**src/gsa_pkg.sv**
```systemverilog
// Shared types and constants for the generational slot allocator.
`timescale 1ns / 1ps

package gsa_pkg;

   localparam int SLOTS_DEFAULT      = 256;
   localparam int GEN_WIDTH_DEFAULT  = 32;
   localparam int QUEUE_DEPTH        = 2;
   localparam int SEARCH_CHUNK       = 16;
   localparam int CSR_INDEX_WIDTH    = 1;
   localparam int CSR_DATA_WIDTH     = 32;

   localparam logic [CSR_INDEX_WIDTH-1:0] CSR_SCENE_IDENTITY = 1'd0;
   localparam logic [CSR_INDEX_WIDTH-1:0] CSR_SCENE_CLOSED   = 1'd1;

   // register stages in the free-slot search
   localparam logic [1:0] SEARCH_LATENCY = 2'd2;

   typedef enum logic [1:0] {
      KIND_BEGIN  = 2'd0,
      KIND_ALLOC  = 2'd1,
      KIND_CHECK  = 2'd2,
      KIND_REMOVE = 2'd3
   } kind_type;

   typedef enum logic [1:0] {
      STATUS_OK     = 2'd0,
      STATUS_STALE  = 2'd1,
      STATUS_FULL   = 2'd2,
      STATUS_CLOSED = 2'd3
   } status_type;

   typedef struct packed {
      kind_type    kind;
      logic [31:0] handle_scene;
      logic [7:0]  handle_slot;
      logic [31:0] handle_generation;
   } req_type;

   typedef struct packed {
      status_type  status;
      logic [7:0]  out_slot;
      logic [31:0] out_generation;
      logic [31:0] out_group;
   } rsp_type;

   // classified command, front to back
   typedef struct packed {
      kind_type    kind;
      logic        closed;
      logic        id_match;
      logic        slot_ok;
      logic [7:0]  slot;
      logic [31:0] generation;
   } cmd_type;

endpackage

```
**src/gsa_free_search.sv**
```systemverilog
// Two-stage registered search for the lowest free slot.
`timescale 1ns / 1ps

module gsa_free_search #(
   parameter int SLOTS = gsa_pkg::SLOTS_DEFAULT
) (
   input  logic                     clock,
   input  logic [SLOTS-1:0]         in_use,
   output logic [$clog2(SLOTS)-1:0] found,
   output logic                     any_free
);

   localparam int SW     = $clog2(SLOTS);
   localparam int CHUNK  = gsa_pkg::SEARCH_CHUNK;
   localparam int CHUNKS = (SLOTS + CHUNK - 1) / CHUNK;
   localparam int LW     = $clog2(CHUNK);

   logic [CHUNKS*CHUNK-1:0] free_pad;
   logic                    chunk_any_in [CHUNKS];
   logic [LW-1:0]           chunk_low_in [CHUNKS];
   logic                    chunk_any_ff [CHUNKS];
   logic [LW-1:0]           chunk_low_ff [CHUNKS];
   logic [SW-1:0]           found_in, found_ff;
   logic                    any_in, any_ff;

   // padding past the last slot reads as taken
   assign free_pad = (CHUNKS*CHUNK)'(~in_use);

   // stage 1: lowest free bit inside each chunk
   always_comb begin
      for (int c = 0; c < CHUNKS; c++) begin
         chunk_any_in[c] = 1'b0;
         chunk_low_in[c] = '0;
         for (int j = CHUNK - 1; j >= 0; j--) begin
            if (free_pad[c*CHUNK + j]) begin
               chunk_any_in[c] = 1'b1;
               chunk_low_in[c] = LW'(j);
            end
         end
      end
   end

   // stage 2: lowest chunk that has a free bit
   always_comb begin
      found_in = '0;
      any_in   = 1'b0;
      for (int c = CHUNKS - 1; c >= 0; c--) begin
         if (chunk_any_ff[c]) begin
            any_in   = 1'b1;
            found_in = SW'(c*CHUNK + int'(chunk_low_ff[c]));
         end
      end
   end

   always_ff @(posedge clock) begin
      chunk_any_ff <= chunk_any_in;
      chunk_low_ff <= chunk_low_in;
      found_ff     <= found_in;
      any_ff       <= any_in;
   end

   assign found    = found_ff;
   assign any_free = any_ff;

endmodule

```
**config.mk**
```make
export PLATFORM = sky130hd
export DESIGN_NAME = gsa_free_search
export DESIGN_NICKNAME = d
export VERILOG_FILES = /design/src/gsa_pkg.sv /design/src/gsa_free_search.sv
export SDC_FILE = /design/constraint.sdc
export NUM_CORES = 1
export LEC_CHECK = 0
export ABC_AREA = 0
export BUFFER_PORTS_ARGS = -buffer_cell sky130_fd_sc_hd__buf_2
export CORE_MARGIN = 2
export CORE_UTILIZATION = 50
export CTS_BUF_LIST = sky130_fd_sc_hd__clkbuf_4 sky130_fd_sc_hd__clkbuf_8
export DETAILED_ROUTE_END_ITERATION = 16
export HOLD_SLACK_MARGIN = 0.1
export PLACE_DENSITY = 0.88
export SETUP_SLACK_MARGIN = 0.02
export SLEW_MARGIN = 0
export SYNTH_ARGS = -nofsm -noshare
export SYNTH_HDL_FRONTEND = slang
export SYNTH_SLANG_ARGS = --single-unit
```
**constraint.sdc**
```tcl
create_clock -name clock -period 2.8 [get_ports clock]
set_input_delay 0.84 -clock clock [delete_from_list [all_inputs] [get_ports clock]]
set_output_delay 0.84 -clock clock [all_outputs]
set_load 0.05 [all_outputs]
```
== Word-level counts from Yosys, hierarchy flattened ==
Index checks and enable logic that the tools add are counted.

* Register bits: 89
* Output and inout bits: 9

* Add/sub/neg operators: 15
* Muxes and demuxes: 273
* Bitwise gates (word level): 1
* Reduce and logical (&&, ||, !) cells: 65

{| class="wikitable"
|+ Operators with widths
! kind !! number
|-
| $mux 4 || 129
|-
| $not 256->256 || 1
|-
| $reduce_or 15->1 || 17
|-
| $mux 3 || 64
|-
| $reduce_or 8->1 || 16
|-
| $mux 8 || 15
|-
| $add 8x4->8 const A || 8
|-
| $mux 2 || 32
|-
| $reduce_or 4->1 || 16
|-
| $mux 1 || 33
|-
| $add 7x4->8 const A || 4
|-
| $reduce_or 2->1 || 16
|-
| $add 6x4->7 const A || 2
|-
| $add 5x4->6 const A || 1
|}

== Depth between registers and ports, before layout ==
* Word-level depth: 17
* Depth in mapped cells: 6
* Depth with buffers taken out: 5

== Worst setup path before layout ==
No wires, ideal clock.

* Path type: input-to-reg
* Start: input port in_use[254]
* End: register chunk_low_ff[0] in the netlist's numbering
* Library setup time: 124 ps
* Arrival: 1,394 ps
* Required time: 2,676 ps
* Slack: 1,282 ps
* Cell stages on the path: 5
* Cells stage by stage: nor2b_1 > o21ai_0 > a21boi_0 > o211ai_1 > a31oi_1

* Cells in the longest elaborated chain, start to end: 15

{| class="wikitable"
|+ RTL lines
! what !! RTL line !! RTL
|-
| start, declared || gsa_free_search.sv:8 || <nowiki>input logic [SLOTS-1:0] in_use,</nowiki>
|-
| $not 256->256 || gsa_free_search.sv:27 || <nowiki>assign free_pad = (CHUNKS*CHUNK)'(~in_use);</nowiki>
|-
| $mux 4 (7 in series) || gsa_free_search.sv:35 || <nowiki>if (free_pad[c*CHUNK + j]) begin</nowiki>
|-
| $mux 3 (4 in series) || gsa_free_search.sv:35 ||
|-
| $mux 2 (2 in series) || gsa_free_search.sv:35 ||
|-
| $mux 1 || gsa_free_search.sv:35 ||
|-
| end signal, assigned || gsa_free_search.sv:57 || <nowiki>chunk_low_ff <= chunk_low_in;</nowiki>
|-
| end, declared || gsa_free_search.sv:22 || <nowiki>logic [LW-1:0] chunk_low_ff [CHUNKS];</nowiki>
|}

No other way between the ends.
A chain may end at the register's enable or synchronous reset.

== Worst setup path in the final report ==
* Start: register found_ff[7], in the netlist found[7]
* End: output port found[7]

{| class="wikitable"
|+ RTL lines
! what !! RTL line !! RTL
|-
| start, declared || gsa_free_search.sv:23 || <nowiki>logic [SW-1:0] found_in, found_ff;</nowiki>
|-
| start signal, assigned || gsa_free_search.sv:58 || <nowiki>found_ff <= found_in;</nowiki>
|-
| end, declared || gsa_free_search.sv:9 || <nowiki>output logic [$clog2(SLOTS)-1:0] found,</nowiki>
|}

No word-level cell between the ends.

==> report_table.html <==
<table>
<tr><th>Metric</th><th>Value</th></tr>
<tr><th colspan="2">Setup path</th></tr>
<tr><td>Critical path class</td><td>flip-flop to output pin</td></tr>
<tr><td>Crit path largest cell delay</td><td>330 ps</td></tr>
<tr><td>Arrival time of the worst setup path</td><td>940 ps</td></tr>
<tr><td>Setup slack on the worst flop-to-flop path</td><td>1100 ps</td></tr>
<tr><td>Required time of the critical path</td><td>1960 ps</td></tr>
<tr><td>Worst reg2reg path endpoint</td><td>found[0]</td></tr>
<tr><td>Category of cells accounting for the largest share of critical-path delay</td><td>flip-flops</td></tr>
<tr><td>Cell with the largest stage delay on the worst path</td><td>sky130_fd_sc_hd__dfxtp_1</td></tr>
<tr><td>Sort of element at the end of the critical path</td><td>output pin</td></tr>
<tr><td>Critical path startpoint</td><td>found[7]</td></tr>
<tr><td>CP Max Fanout</td><td>1</td></tr>
<tr><td>Cell breakdown of the critical path</td><td>buf_2</td></tr>
<tr><td>Termination of the worst setup path</td><td>found[7]</td></tr>
<tr><td>Combined buffer and inverter count along the critical path</td><td>1</td></tr>
<tr><td>Critical R2R Launch</td><td>chunk_any_ff[9]</td></tr>
<tr><td>Worst setup SP type</td><td>flip-flop</td></tr>
<tr><td>Count of cells along the worst register-to-register path</td><td>5</td></tr>
<tr><td>Instance count on the critical path</td><td>1</td></tr>
<tr><th colspan="2">Synthesis</th></tr>
<tr><td>Simple-gate share of the synthesized area</td><td>31.1%</td></tr>
<tr><td>Fraction of synthesized cell area taken by the top area cell type</td><td>35.6%</td></tr>
<tr><td>Top cell type by total area after synthesis</td><td>sky130_fd_sc_hd__dfxtp_1</td></tr>
<tr><td>Number of synthesized register bits</td><td>89</td></tr>
<tr><td>Mean area per synthesized cell</td><td>7.25 sq um</td></tr>
<tr><td>Prevailing post-synth register cell</td><td>sky130_fd_sc_hd__dfxtp_1</td></tr>
<tr><td>Largest family of logic cells by synthesized area</td><td>simple AND/OR/NAND/NOR gates</td></tr>
<tr><td>Async S/R FF share, synth</td><td>0%</td></tr>
<tr><td>Fraction of synthesized cell area in xor and xnor cells</td><td>0%</td></tr>
<tr><td>Post-synth net total</td><td>between 900 and 1000</td></tr>
<tr><td>Cell with the most instances after synthesis</td><td>sky130_fd_sc_hd__nand2_1</td></tr>
<tr><td>Synth Warn #</td><td>0</td></tr>
<tr><td>Sequential share of the synthesized area</td><td>between 30% and 40%</td></tr>
<tr><td>Mux contribution to synthesized area</td><td>0%</td></tr>
<tr><td>Top area cells in the synthesized netlist</td><td>sky130_fd_sc_hd__dfxtp_1 (36%), sky130_fd_sc_hd__nand2_1 (7.7%), sky130_fd_sc_hd__a31oi_1 (6.2%)</td></tr>
<tr><td>Compound-Gate Fraction of Synth Area</td><td>28.2%</td></tr>
<tr><td>Cell area after technology mapping</td><td>5010 sq um</td></tr>
<tr><td>Number of enable flip-flop cells after synthesis</td><td>0</td></tr>
<tr><td>Most instantiated cells after synthesis</td><td>sky130_fd_sc_hd__nand2_1 (103), sky130_fd_sc_hd__dfxtp_1 (89), sky130_fd_sc_hd__nor2_1 (57), sky130_fd_sc_hd__inv_1 (56), sky130_fd_sc_hd__o21ai_0 (54)</td></tr>
<tr><td>Adder-cell area share of the yosys netlist</td><td>0%</td></tr>
<tr><td>Post-synthesis cell count</td><td>between 600 and 700</td></tr>
<tr><td>Count of distinct cell types in the synthesized netlist</td><td>42</td></tr>
<tr><th colspan="2">Place</th></tr>
<tr><td>Dpl cells</td><td>1080</td></tr>
<tr><td>Routability cong.</td><td>0.888</td></tr>
<tr><td>Half-perimeter wire length after detailed placement</td><td>approximately 12000 microns</td></tr>
<tr><td>Worst slack at placement</td><td>between 1000 and 1500 ps</td></tr>
<tr><td>Total of buffers placed on input and output ports</td><td>265</td></tr>
<tr><th colspan="2">Floorplanning</th></tr>
<tr><td>Num rows</td><td>36</td></tr>
<tr><td>Core outline area</td><td>9730 sq um</td></tr>
<tr><td>Die outline area</td><td>10800 sq um</td></tr>
<tr><td>Initial Util</td><td>51.5%</td></tr>
<tr><td>Overall die width</td><td>about 100 microns</td></tr>
<tr><td>Die height</td><td>104 microns</td></tr>
<tr><td>I/O pin cnt</td><td>266</td></tr>
<tr><th colspan="2">Timing</th></tr>
<tr><td>Highest Clock Rate</td><td>562 MHz</td></tr>
<tr><td>Final Hold Violating Endpoints</td><td>0</td></tr>
<tr><td>Final-layout setup total negative slack</td><td>0 ps</td></tr>
<tr><td>Final worst slack</td><td>~1000 ps</td></tr>
<tr><td>Relative slew slack</td><td>73.3%</td></tr>
<tr><td>Setup-failing EPs final</td><td>0</td></tr>
<tr><td>Tightest Pin Transition</td><td>400 ps</td></tr>
<tr><td>Setup repair after global routing missed its margin</td><td>no</td></tr>
<tr><td>Layout Skew</td><td>7.97 ps</td></tr>
<tr><td>Final period util</td><td>a little under two thirds</td></tr>
<tr><td>Hold WS</td><td>roughly 490 ps</td></tr>
<tr><td>Tmin final</td><td>between 1500 and 2000 ps</td></tr>
<tr><td>Final number of max-transition violations</td><td>0</td></tr>
<tr><th colspan="2">Power</th></tr>
<tr><td>Leakage component of the power</td><td>2.98 nW</td></tr>
<tr><td>Maximum vdd ir drop</td><td>0.279 mV</td></tr>
<tr><td>Areal power density over the cells</td><td>401 nW/um^2</td></tr>
<tr><th colspan="2">Route</th></tr>
<tr><td>Post-detailed-routing wire length</td><td>13700 microns</td></tr>
<tr><td>Via density per instance</td><td>5.43</td></tr>
<tr><td>Total DRC errors in the routed layout</td><td>0</td></tr>
<tr><td>Via count of the routed design</td><td>roughly 6000</td></tr>
<tr><td>WL/cell</td><td>12.5 microns</td></tr>
<tr><td>Violation count after the first detailed-route iteration</td><td>around 360</td></tr>
<tr><td>DRT Pass-1 Iters</td><td>5</td></tr>
<tr><td>Routed Antenna Nets</td><td>0</td></tr>
<tr><th colspan="2">Flow run</th></tr>
<tr><td>Max-cap check violation count</td><td>0</td></tr>
<tr><th colspan="2">Cells and area</th></tr>
<tr><td>Number of standard cells in the final layout excluding fillers</td><td>1096</td></tr>
<tr><td>Final layout net count</td><td>1215</td></tr>
<tr><td>Area overhead of the layout relative to synthesis</td><td>32.9%</td></tr>
<tr><td>Number of antenna repair diodes</td><td>0</td></tr>
<tr><td>Share of final-layout standard cells stronger than drive strength 1</td><td>a little under a third</td></tr>
<tr><th colspan="2">Worst hold path</th></tr>
<tr><td>Worst hold path stage count</td><td>2</td></tr>
<tr><td>Min-delay worst type</td><td>flip-flop to flip-flop</td></tr>
<tr><th colspan="2">Clocking</th></tr>
<tr><td>Hold-fix buffers at CTS</td><td>0</td></tr>
<tr><td># clock sinks</td><td>89</td></tr>
<tr><td>Clock tree buffer depth</td><td>2</td></tr>
<tr><td>Number of post-CTS setup repair buffers</td><td>0</td></tr>
<tr><td>Number of cells upsized or downsized after cts</td><td>0</td></tr>
<tr><td>Clk Latency, worst-skew pair</td><td>350 ps</td></tr>
<tr><td>Clock slew at reported path FFs</td><td>80 ps</td></tr>
<tr><td>Clock root buffer</td><td>sky130_fd_sc_hd__clkbuf_8</td></tr>
<tr><td>TritonCTS clock tree</td><td>done</td></tr>
<tr><td>Number of CTS-inserted buffers</td><td>9</td></tr>
<tr><td>H-tree levels</td><td>3</td></tr>
<tr><th colspan="2">Global routing</th></tr>
<tr><td>Global-route wire length before repair</td><td>22500 microns</td></tr>
<tr><td>Largest net degree at the start of global routing</td><td>15</td></tr>
<tr><td>Number of global-route vias before repair</td><td>between 5000 and 6000</td></tr>
<tr><td>GRT Overall Usage</td><td>24.7%</td></tr>
<tr><td>Number of antenna violations at the first check in global routing</td><td>0</td></tr>
<tr><td>Total gr overflow</td><td>0</td></tr>
<tr><th colspan="2">Run status</th></tr>
<tr><td>Outcome</td><td>finished clean</td></tr>
</table>
[where the power goes]
group,internal (W),switching [W]
sequential,0.00130,0.0000153
combinational,0.000220,0.000242
clock,0.000457,0.000434
[worst min path at each step]
stage | startpoint | to | slack [ps]
3_5_place_dp | chunk_low_ff[62] | found[2] | 450
5_1_grt | chunk_low_ff[62] | found[2] | 510
4_1_cts | chunk_low_ff[62] | found[2] | 470
6_report | chunk_low_ff[62] | found[2] | 490
2_1_floorplan | chunk_low_ff[62] | found[2] | 430
3_3_place_gp | chunk_low_ff[62] | found[2] | 450
[logic make-up (layout without fill, tap and decap cells)]
logic type | Yosys count | in the layout
and+or+nand+nor | 319 | 319
DFF | 89 | 89
AOI/OAI and AO/OA | 218 | 218
buffers and inverters | 65 | 337
[per-stage QoR]
step / cell area (sq um) / util (%) / total power (W)
after floorplan: 5010 / - / 0.00152
after global placement: 6450 / 66.3 / 0.00180
after detailed placement: 6450 / 66.3 / 0.00181
after CTS: 6660 / 68.5 / 0.00268
after global routing: 6660 / 68.5 / 0.00282
final: 6660 / 68.5 / 0.00267
[metal layers]
metal,vias up,routed length (microns),track usage (%)
met5,-,0,0
met4,0,191,6.37
met3,19,846,5.70
met2,209,6720,45.2
met1,2622,5940,29.0
li1,3105,-,-
[final cells by class]
type / count / area (sq um)
well taps: 133 / 166
clock buffers: 12 / 153
inverters: 56 / 210
multi-input cells: 537 / 2970
flip-flops and latches: 89 / 1780
clock inverters: 4 / 52.6
fillers: 879 / 3070
repair buffers: 265 / 1330
[sequential cells by signal, summed over array words and instances (netlist names)]
name	flops
any_free	1
chunk_any_ff	16
chunk_low_ff	64
found	8
[layout by cell type (no fill, tap or decap), types with 36 or more instances in the layout]
cell type / count
sky130_fd_sc_hd__buf_2: 265
sky130_fd_sc_hd__dfxtp_1: 89
sky130_fd_sc_hd__o21ai_0: 54
sky130_fd_sc_hd__nand2_1: 103
sky130_fd_sc_hd__o211ai_1: 36
sky130_fd_sc_hd__a31oi_1: 50
sky130_fd_sc_hd__nor2_1: 57
sky130_fd_sc_hd__nand4_1: 49
sky130_fd_sc_hd__inv_1: 56
Note: power is estimated with default switching activity, not from simulation.
