`src/gsa_pkg.sv`:
```
// Shared types and constants for the generational slot allocator.
`timescale 1ns / 1ps

package gsa_pkg;

   localparam int SLOTS_DEFAULT      = 256;
   localparam int GEN_WIDTH_DEFAULT  = 32;
   localparam int QUEUE_DEPTH        = 2;
   localparam int SEARCH_CHUNK       = 16;
   localparam int CSR_INDEX_WIDTH    = 1;
   localparam int CSR_DATA_WIDTH     = 32;

   localparam logic [CSR_INDEX_WIDTH-1:0] CSR_SCENE_IDENTITY = 1'd0;
   localparam logic [CSR_INDEX_WIDTH-1:0] CSR_SCENE_CLOSED   = 1'd1;

   // register stages in the free-slot search
   localparam logic [1:0] SEARCH_LATENCY = 2'd2;

   typedef enum logic [1:0] {
      KIND_BEGIN  = 2'd0,
      KIND_ALLOC  = 2'd1,
      KIND_CHECK  = 2'd2,
      KIND_REMOVE = 2'd3
   } kind_type;

   typedef enum logic [1:0] {
      STATUS_OK     = 2'd0,
      STATUS_STALE  = 2'd1,
      STATUS_FULL   = 2'd2,
      STATUS_CLOSED = 2'd3
   } status_type;

   typedef struct packed {
      kind_type    kind;
      logic [31:0] handle_scene;
      logic [7:0]  handle_slot;
      logic [31:0] handle_generation;
   } req_type;

   typedef struct packed {
      status_type  status;
      logic [7:0]  out_slot;
      logic [31:0] out_generation;
      logic [31:0] out_group;
   } rsp_type;

   // classified command, front to back
   typedef struct packed {
      kind_type    kind;
      logic        closed;
      logic        id_match;
      logic        slot_ok;
      logic [7:0]  slot;
      logic [31:0] generation;
   } cmd_type;

endpackage

```
`src/gsa_fifo.sv`:
```
// Small synchronous FIFO used for the command and result queues.
`timescale 1ns / 1ps

module gsa_fifo #(
   parameter int WIDTH = 8,
   parameter int DEPTH = gsa_pkg::QUEUE_DEPTH
) (
   input  logic             clock,
   input  logic             reset,
   input  logic             push,
   input  logic [WIDTH-1:0] push_data,
   output logic             full,
   input  logic             pop,
   output logic [WIDTH-1:0] pop_data,
   output logic             empty
);

   localparam int PW = $clog2(DEPTH);
   localparam int CW = $clog2(DEPTH + 1);

   logic [WIDTH-1:0] mem_ff [DEPTH];
   logic [PW-1:0]    wr_ptr_ff, wr_ptr_in;
   logic [PW-1:0]    rd_ptr_ff, rd_ptr_in;
   logic [CW-1:0]    count_ff, count_in;
   logic             push_ok, pop_ok;

   assign full     = (count_ff == CW'(DEPTH));
   assign empty    = (count_ff == '0);
   assign push_ok  = push && !full;
   assign pop_ok   = pop && !empty;
   assign pop_data = mem_ff[rd_ptr_ff];

   always_comb begin
      wr_ptr_in = wr_ptr_ff;
      rd_ptr_in = rd_ptr_ff;
      count_in  = count_ff;
      if (push_ok) begin
         wr_ptr_in = (wr_ptr_ff == PW'(DEPTH - 1)) ? '0 : wr_ptr_ff + 1'b1;
      end
      if (pop_ok) begin
         rd_ptr_in = (rd_ptr_ff == PW'(DEPTH - 1)) ? '0 : rd_ptr_ff + 1'b1;
      end
      if (push_ok && !pop_ok) begin
         count_in = count_ff + 1'b1;
      end else if (pop_ok && !push_ok) begin
         count_in = count_ff - 1'b1;
      end
   end

   always_ff @(posedge clock) begin
      if (push_ok) begin
         mem_ff[wr_ptr_ff] <= push_data;
      end
      if (reset) begin
         wr_ptr_ff <= '0;
         rd_ptr_ff <= '0;
         count_ff  <= '0;
      end else begin
         wr_ptr_ff <= wr_ptr_in;
         rd_ptr_ff <= rd_ptr_in;
         count_ff  <= count_in;
      end
   end

endmodule

```
`config.mk`:
```
export PLATFORM = sky130hd
export DESIGN_NAME = gsa_fifo
export DESIGN_NICKNAME = d
export VERILOG_FILES = /design/src/gsa_pkg.sv /design/src/gsa_fifo.sv
export SDC_FILE = /design/constraint.sdc
export NUM_CORES = 1
export LEC_CHECK = 0
export BUFFER_PORTS_ARGS = -buffer_cell sky130_fd_sc_hd__buf_2
export CORE_MARGIN = 2
export CORE_UTILIZATION = 45
export CTS_CLUSTER_DIAMETER = 80
export DETAILED_ROUTE_END_ITERATION = 10
export GPL_TIMING_DRIVEN = 0
export PLACE_DENSITY = 0.8
export SETUP_SLACK_MARGIN = 0.02
export SYNTH_ARGS = -nofsm -noshare
export SYNTH_HDL_FRONTEND = slang
export SYNTH_SLANG_ARGS = --single-unit
export TNS_END_PERCENT = 100
```
`constraint.sdc`:
```
create_clock -name clock -period 1.8 [get_ports clock]
set_input_delay 0.27 -clock clock [delete_from_list [all_inputs] [get_ports clock]]
set_output_delay 0.27 -clock clock [all_outputs]
set_load 0.005 [all_outputs]
```
---- Yosys cells after proc, flatten, opt, wreduce, memory -nomap -nowiden ----
Memories as Yosys holds them, arrays and structs flattened. A register that Yosys moved wholly into a read port is not among the register bits.
Cells that the tools add are included.
storage, ports and cells
  input port bits ......................... 12
  register bits after elaboration ......... 4
  bits in writable memories ............... 16
  output and inout port bits .............. 10
  memories ................................ 1
cells by class
  muxes and demuxes ....................... 8
  reduce and logical (&&, ||, !) cells .... 10
  equal/unequal tests ..................... 1
  add/sub/neg operators ................... 4
memory list
  memory  depth  bits a word  read ports  clocked after Yosys merged registers in  write ports  line            text
  mem_ff  2      8            1           1                                        1            gsa_fifo.sv:21  logic [WIDTH-1:0] mem_ff [DEPTH];
operator list
  cell                                               number
  2-to-1 mux 1 bit                                   6
  logical AND 1 bit                                  4
  logical NOT 1 bit                                  4
  2-to-1 mux 2 bit                                   2
  adder 1 bit (second input constant)                2
  adder 2 x 1 -> 2 bit (second input constant)       1
  equality test 2 bit (second input constant)        1
  logical NOT 2 bit                                  1
  nonzero test 2 bit                                 1
  subtractor 2 x 1 -> 2 bit (second input constant)  1

---- Depth between registers and ports, before layout ----
Gate-level depths: netlist of run 1.
  word-level depth ........................ 7
  gate-level depth with buffers ........... 6
  depth with buffers taken out ............ 6

---- Worst setup path after synthesis of run 1 ----
OpenSTA, ideal clock, no wires.
  path type ............................... register -> register
  from .................................... register count_ff[0]
  to ...................................... register count_ff[1]
  stages on the path, launching flop included .. 5
  library setup time ...................... 0.070 ns
  setup slack ............................. 0.345 ns
  required time ........................... 1.730 ns
  buffers on the path ..................... 0
  arrival ................................. 1.386 ns
  cells stage by stage .................... dfxtp_1 -> o21ai_0 -> ha_1 -> or3_1 -> a21oi_1
between the ends
  longest elaborated chain between the ends .. 6
RTL lines
  element                                                                  line                            text
  start: declaration                                                       gsa_fifo.sv:24                  logic [CW-1:0] count_ff, count_in;
  start signal: assignment                                                 gsa_fifo.sv:61                  count_ff <= count_in;
  equality test 2 bit / logical NOT 2 bit (equally long branches)          gsa_fifo.sv:27, gsa_fifo.sv:28
  logical NOT 1 bit, on equally long branches                              gsa_fifo.sv:29, gsa_fifo.sv:30
  logical AND 1 bit, on equally long branches                              gsa_fifo.sv:29, gsa_fifo.sv:30
  logical NOT 1 bit, on equally long branches                              gsa_fifo.sv:45, gsa_fifo.sv:43
  logical AND 1 bit, on equally long branches                              gsa_fifo.sv:45, gsa_fifo.sv:43
  nonzero test 2 bit (no line) / 2-to-1 mux 2 bit (equally long branches)  -
Parallel ways exist; a longest one is shown, timed or not. The select of a mux whose other input is x is not followed.
A chain may end at the register's enable or synchronous reset.

---- Worst setup path after layout of run 1 ----
Same ends and word-level chain as after synthesis.

==> results of run 1 <==
power by group:
part	switching (uW)	internal (uW)	total [uW]	leakage (uW)
registers	40.3	618	658	0.000191
clock network	125	82.4	208	0.0000177
logic	178	194	372	0.000177
layer usage:
metal  up-vias  part of all wire [%]  global-route usage (%)
li1        233                     -                       -
met1       213                    42                   14.32
met2        15                    52                   21.67
met3         2                   4.8                   3.571
met4         0                  0.90                   6.857
met5         -                     0                       0
layout make-up:
cell class,count,area [um^2],area share [%]
clock inverters,1,5.005,0.5284
repair buffers,21,105.1,11.10
multi-input cells,26,200.2,21.14
plain buffers,1,5.005,0.5284
well taps,17,21.27,2.246
inverters,2,7.507,0.7926
flip-flops and latches,21,580.6,61.29
clock buffers,3,22.52,2.378
critical path, cell delays in order, from the launching register on:
cell     delay, ns
dfxtp_1       0.37
o21ai_0       0.33
ha_1          0.33
or3_1         0.38
a21oi_1       0.14
synthesized netlist by cell type:
cell / number / area share, %
o21ai_0: 3 / 1.9
buf_2: 1 / 0.63
nor2b_2: 1 / 1.1
a21oi_1: 2 / 1.3
edfxtp_1: 16 / 61
mux2_2: 8 / 11
ha_1: 1 / 1.6
or3_1: 2 / 1.6
nor2_1: 5 / 2.4
and2_1: 1 / 0.79
dfxtp_1: 5 / 13
inv_1: 2 / 0.95
xor2_1: 3 / 3.3
flip-flops by register name (all words and copies together), names as in the netlist, named ones only:
register   flops
count_ff       2
mem_ff        16
rd_ptr_ff      1
wr_ptr_ff      1
per-stage QoR:
step / hold slack, ns / std cells / worst slack (ns) / util [%]
2_1_floorplan: 0.3391 / 50 / 0.3445 / -
3_3_place_gp: 0.4586 / 88 / 0.2743 / 54.44
3_5_place_dp: 0.4632 / 88 / 0.1694 / 54.44
4_1_cts: 0.1528 / 92 / 0.1647 / 56.07
5_1_grt: 0.1451 / 92 / 0.07414 / 56.07
6_report: 0.1632 / 92 / 0.1918 / 56.07
how the worst max path moves through the flow:
stage | cells after the start | endpoint | from | slack, ns
2_1_floorplan | 4 | count_ff[1] | count_ff[0] | 0.34
3_3_place_gp | 4 | count_ff[1] | count_ff[0] | 0.27
3_5_place_dp | 4 | count_ff[1] | count_ff[0] | 0.17
4_1_cts | 4 | count_ff[1] | count_ff[0] | 0.16
5_1_grt | 4 | count_ff[1] | count_ff[0] | 0.07
6_report | 4 | count_ff[1] | count_ff[0] | 0.19
cell families after synthesis:
group / after synthesis
DFF: 21
and+or+nand+nor: 9
muxes: 8
AOI/OAI and AO/OA: 5
xor gates and xnor gates: 3
buffers and inverters: 3
adders and majority gates: 1
==> metrics.md, run 1 <==
| Metric | Value |
|---|---|
| Reg2reg setup slack | `0.19 ns` |
| Fillers | `160` |
| Placer Congestion | `0.6392` |
| Avg Cell Area, Syn | `15.87 um^2` |
| Arrival time worst endpoint | `1.84 ns` |
| R2r endpoint | `count_ff[1]` |
| Total negative setup slack | `0 ns` |
| Max-cap violations | `0` |
| WL per Instance | `12.12 um` |
| Initial detailed-routing violation count | `4` |
| R2R cell count | `4` |
| Most common cell after layout, fill and taps aside | `buf_2` |
| Antenna violations before repair | `0` |
| Total global-route track usage | `12.78%` |
| Post-CTS Setup Bufs | `0` |
| Vias | `463` |
| # diodes | `0` |
| # DRC | `0` |
| Cell Area, Synth | `793.3 um^2` |
| Final hold vios | `0` |
| Placed Area | `919.6 um^2` |
| Total CTS buffers | `3` |
| Synth Area in Compound Gates | `3.155%` |
| Final period util | `89.34%` |
| Seq cells post-synth | `21` |
| Worst Setup Start Kind | `flop` |
| Crit path max fanout | `5` |
| Clk_skew | `0.003258 ns` |
| Worst r2r src | `count_ff[0]` |
| Slew HR | `74.71%` |
| Share of layout cells above drive strength 1 | `46.67%` |
| CP endpoint kind | `flop` |
| Most frequent cells in the layout | `buf_2, edfxtp_1, mux2_2` |
| Hold_sp | `push_data[7]` |
| Post-Syn Nets | `63` |
| IO Count | `22` |
| CTS tree | `built` |
| Yosys warnings | `0` |
| WS Path Type | `flop to flop` |
| Initial Util | `46.96%` |
| Die span in x | `45.99 um` |
| Synth Area in Adders | `1.577%` |
| Largest net degree at the start of global routing | `13` |
| Status | `finished clean` |
| Clock sink count | `21` |
| First-pass GRT wire length | `1842 um` |
| CTS clk-pin slew, worst paths | `0.11 ns` |
| Chip height | `45.99 um` |
| Antenna-violating nets left | `0` |
| Post_cts resized | `0` |
| # nets final | `89` |
| Max clock buf depth | `2` |
| Hold Path Depth | `1` |
| PD cells | `1308 mW/mm^2` |
| Share of the yosys chip area belonging to registers | `73.19%` |
| Final WL | `1115 um` |
| Worst vdd ir | `632.6 uV` |
| RSZ-0062 raised after global routing | `false` |
| TritonRoute pass-1 iters | `4` |
| Final Power | `1239 uW` |
| Simple-Gate Fraction of Synth Area | `5.836%` |
| Hold Buf Count CTS | `0` |
| Final instance area | `947.2 um^2` |
| Core ar. | `0.001689 mm^2` |
| I/O Buffers | `21` |
| Hold EP | `mem_ff[1][7]` |
| Fmax | `0.6218 GHz` |
| # rows | `15` |
| Count of cell types in the netlist | `13` |
| Hold WC Path Type | `input pin to flop` |
| Clock Root Buffer | `clkbuf_4` |
| # setup viols final | `0` |
| Die area | `0.002115 mm^2` |
| Slew Viols, Final | `0` |
| Layout area overhead | `19.40%` |
| Worst Tran Pin Value | `0.3793 ns` |
| DPL Wire Length | `871.5 um` |
| Instance count of the mapped netlist | `50` |
| Grt ovf | `0` |
| Clock Latency Late Sink | `0.29 ns` |
| P_leak | `0.0003859 uW` |
| Minimum clock period | `1.608 ns` |
| Largest family of logic cells by synthesized area | `multiplexers` |
| Number of global-route vias before repair | `448` |
| Post-synthesis mux area share | `11.36%` |
| Synth Area in XOR/XNOR | `3.312%` |
| DR vias/cell | `5.033` |
| H-tree Lvls | `1` |
| Critical path required time | `2.03 ns` |
No activity file was read; power rests on OpenSTA's default activity.
==> run 2, diff against run 1 <==
- CORE_ASPECT_RATIO: not set -> 1.4
- CORE_UTILIZATION: 45 -> 39
- PLACE_DENSITY: 0.8 -> 0.72
- SETUP_SLACK_MARGIN: 0.02 -> not set
==> metrics.md, run 2 (synthesized netlist as in run 1, its figures left out) <==
| Metric | Value |
|---|---|
| CTS clk-pin slew, worst paths | `0.11 ns (about the same)` |
| Worst r2r src | `count_ff[0]` |
| Clock Latency Late Sink | `0.29 ns (about the same)` |
| # diodes | `0 (unchanged)` |
| Reg2reg setup slack | `0.22 ns (+0.02 ns)` |
| Clock sink count | `21 (unchanged)` |
| CP endpoint kind | `flop` |
| Slew Viols, Final | `0 (unchanged)` |
| Worst Tran Pin Value | `0.3547 ns (-0.02458 ns)` |
| Placed Area | `924.6 um^2 (+0.54%)` |
| Final period util | `87.97% (-1.4 points)` |
| Hold Path Depth | `1 (unchanged)` |
| Layout area overhead | `20.03%` |
| Vias | `470 (+1.5%)` |
| Post-CTS Setup Bufs | `0 (unchanged)` |
| RSZ-0062 raised after global routing | `false` |
| Total negative setup slack | `0 ns (unchanged)` |
| Core ar. | `0.001949 mm^2 (+15%)` |
| H-tree Lvls | `1 (unchanged)` |
| Crit-path max cell delay | `0.38 ns (about the same)` |
| Chip height | `57.36 um (+25%)` |
| R2R cell count | `4 (unchanged)` |
| WS Path Type | `flop to flop` |
| First-pass GRT wire length | `1780 um (-3.4%)` |
| Initial Util | `40.69% (-6.3 points)` |
| Dpl ws | `0.2187 ns (+0.04929 ns)` |
| Final instance area | `952.2 um^2 (+0.53%)` |
| Most frequent cells in the layout | `buf_2, edfxtp_1, mux2_2` |
| Buf+Inv Stages, Crit Path | `0 (unchanged)` |
| Largest registers | `mem_ff x16, count_ff x2` |
| Critical-path cell list | `o21ai_0 > ha_1 > or3_1 > a21oi_1` |
| Placer Congestion | `0.6533 (+2.2%)` |
| Top delay family on crit path | `compound AO/OA/AOI/OAI gates` |
| Most common cell after layout, fill and taps aside | `buf_2` |
| Status | `finished clean` |
| Antenna-violating nets left | `0 (unchanged)` |
| TritonRoute pass-1 iters | `4 (unchanged)` |
| Hold WC Path Type | `input pin to flop` |
| Clock Root Buffer | `clkbuf_4` |
| Worst Slack Setup Final | `0.2165 ns (+0.02468 ns)` |
| Die area | `0.002416 mm^2 (+14%)` |
| Final hold vios | `0 (unchanged)` |
| Max clock buf depth | `2 (unchanged)` |
| Post_cts resized | `0 (unchanged)` |
| Setup crit start | `count_ff[0]` |
| Initial detailed-routing violation count | `7 (+3)` |
| IO Count | `22 (unchanged)` |
| # rows | `19 (+4)` |
| Max-cap violations | `0 (unchanged)` |
| Worst vdd ir | `723.6 uV (+14%)` |
| Slew HR | `76.35% (+1.6 points)` |
| Largest Register | `mem_ff` |
| Grt ovf | `0 (unchanged)` |
| CTS tree | `built` |
| Clk_skew | `0.002885 ns (-0.0003725 ns)` |
| Antenna violations before repair | `0 (unchanged)` |
| Total CTS buffers | `3 (unchanged)` |
| Slowest CP cell | `dfxtp_1` |
| WL per Instance | `11.74 um (-3.1%)` |
| Largest net degree at the start of global routing | `13 (unchanged)` |
| Hold_sp | `push_data[2]` |
| Number of global-route vias before repair | `449 (+0.22%)` |
| Total global-route track usage | `9.980% (-2.8 points)` |
| Die span in x | `42.12 um (-8.4%)` |
| Critical path required time | `2.03 ns (about the same)` |
| Smallest hold slack | `0.1677 ns (+0.004555 ns)` |
| DR vias/cell | `4.896 (-2.7%)` |
| # nets final | `89 (unchanged)` |
| Fillers | `186 (+16%)` |
| Arrival time worst endpoint | `1.81 ns (-0.03 ns)` |
| Largest register FFs | `16 (unchanged)` |
| Fmax | `0.6315 GHz (+1.6%)` |
| Minimum clock period | `1.584 ns (-0.02468 ns)` |
| # DRC | `0 (unchanged)` |
| Share of layout cells above drive strength 1 | `46.67% (unchanged)` |
| Hold Buf Count CTS | `0 (unchanged)` |
| Instance count on the critical path | `4 (unchanged)` |
| I/O Buffers | `21 (unchanged)` |
| Final WL | `1127 um (+1.1%)` |
| Crit path max fanout | `5 (unchanged)` |
| DPL Wire Length | `862.9 um (-0.99%)` |
| PD cells | `1304 mW/mm^2 (-0.25%)` |
| Worst Setup Start Kind | `flop` |
| # setup viols final | `0 (unchanged)` |
| P_leak | `0.0003859 uW (unchanged)` |
-- run 2: path summary, 6_finish.rpt --
kind,endpoint
worst max register to register,count_ff[1]
worst min register to register,wr_ptr_ff
worst min-delay path,mem_ff[0][2]
worst max-delay path,count_ff[1]
-- run 2: worst reg2reg max path, cell delays in order, from the launching register on --
cell and delay [ns]:
dfxtp_1 0.38, o21ai_0 0.32, ha_1 0.32, or3_1 0.37
a21oi_1 0.13
-- run 2: cell type report --
class	count	area [um^2]	area share (%)
inverter	2	7.507	0.7884
sequential	21	580.6	60.97
tap	21	26.28	2.760
clock buffer	3	22.52	2.365
clock inverter	1	5.005	0.5256
buffer	1	5.005	0.5256
timing repair buffer	21	105.1	11.04
multi-input combinational	26	200.2	21.02
-- run 2: where the power goes --
group | switching [uW] | internal, uW
registers | 43.1 | 618
clock network | 125 | 82.4
logic | 180 | 193
-- run 2: per-stage QoR --
stage          utilization [%]  total power (uW)  cells
6_report                 48.84              1242     96
5_1_grt                  48.84              1325     96
4_1_cts                  48.84              1259     96
3_5_place_dp             47.43              1052     92
3_3_place_gp             47.43              1030     92
2_1_floorplan                -             912.1     50
-- run 2: metal layers --
layer  wire [um]  track usage [%]  up-vias
met5           0                0        -
li1            -                -      232
met4          13            5.357        0
met3          91            2.215        2
met1         458            11.04      219
met2         563            17.63       17
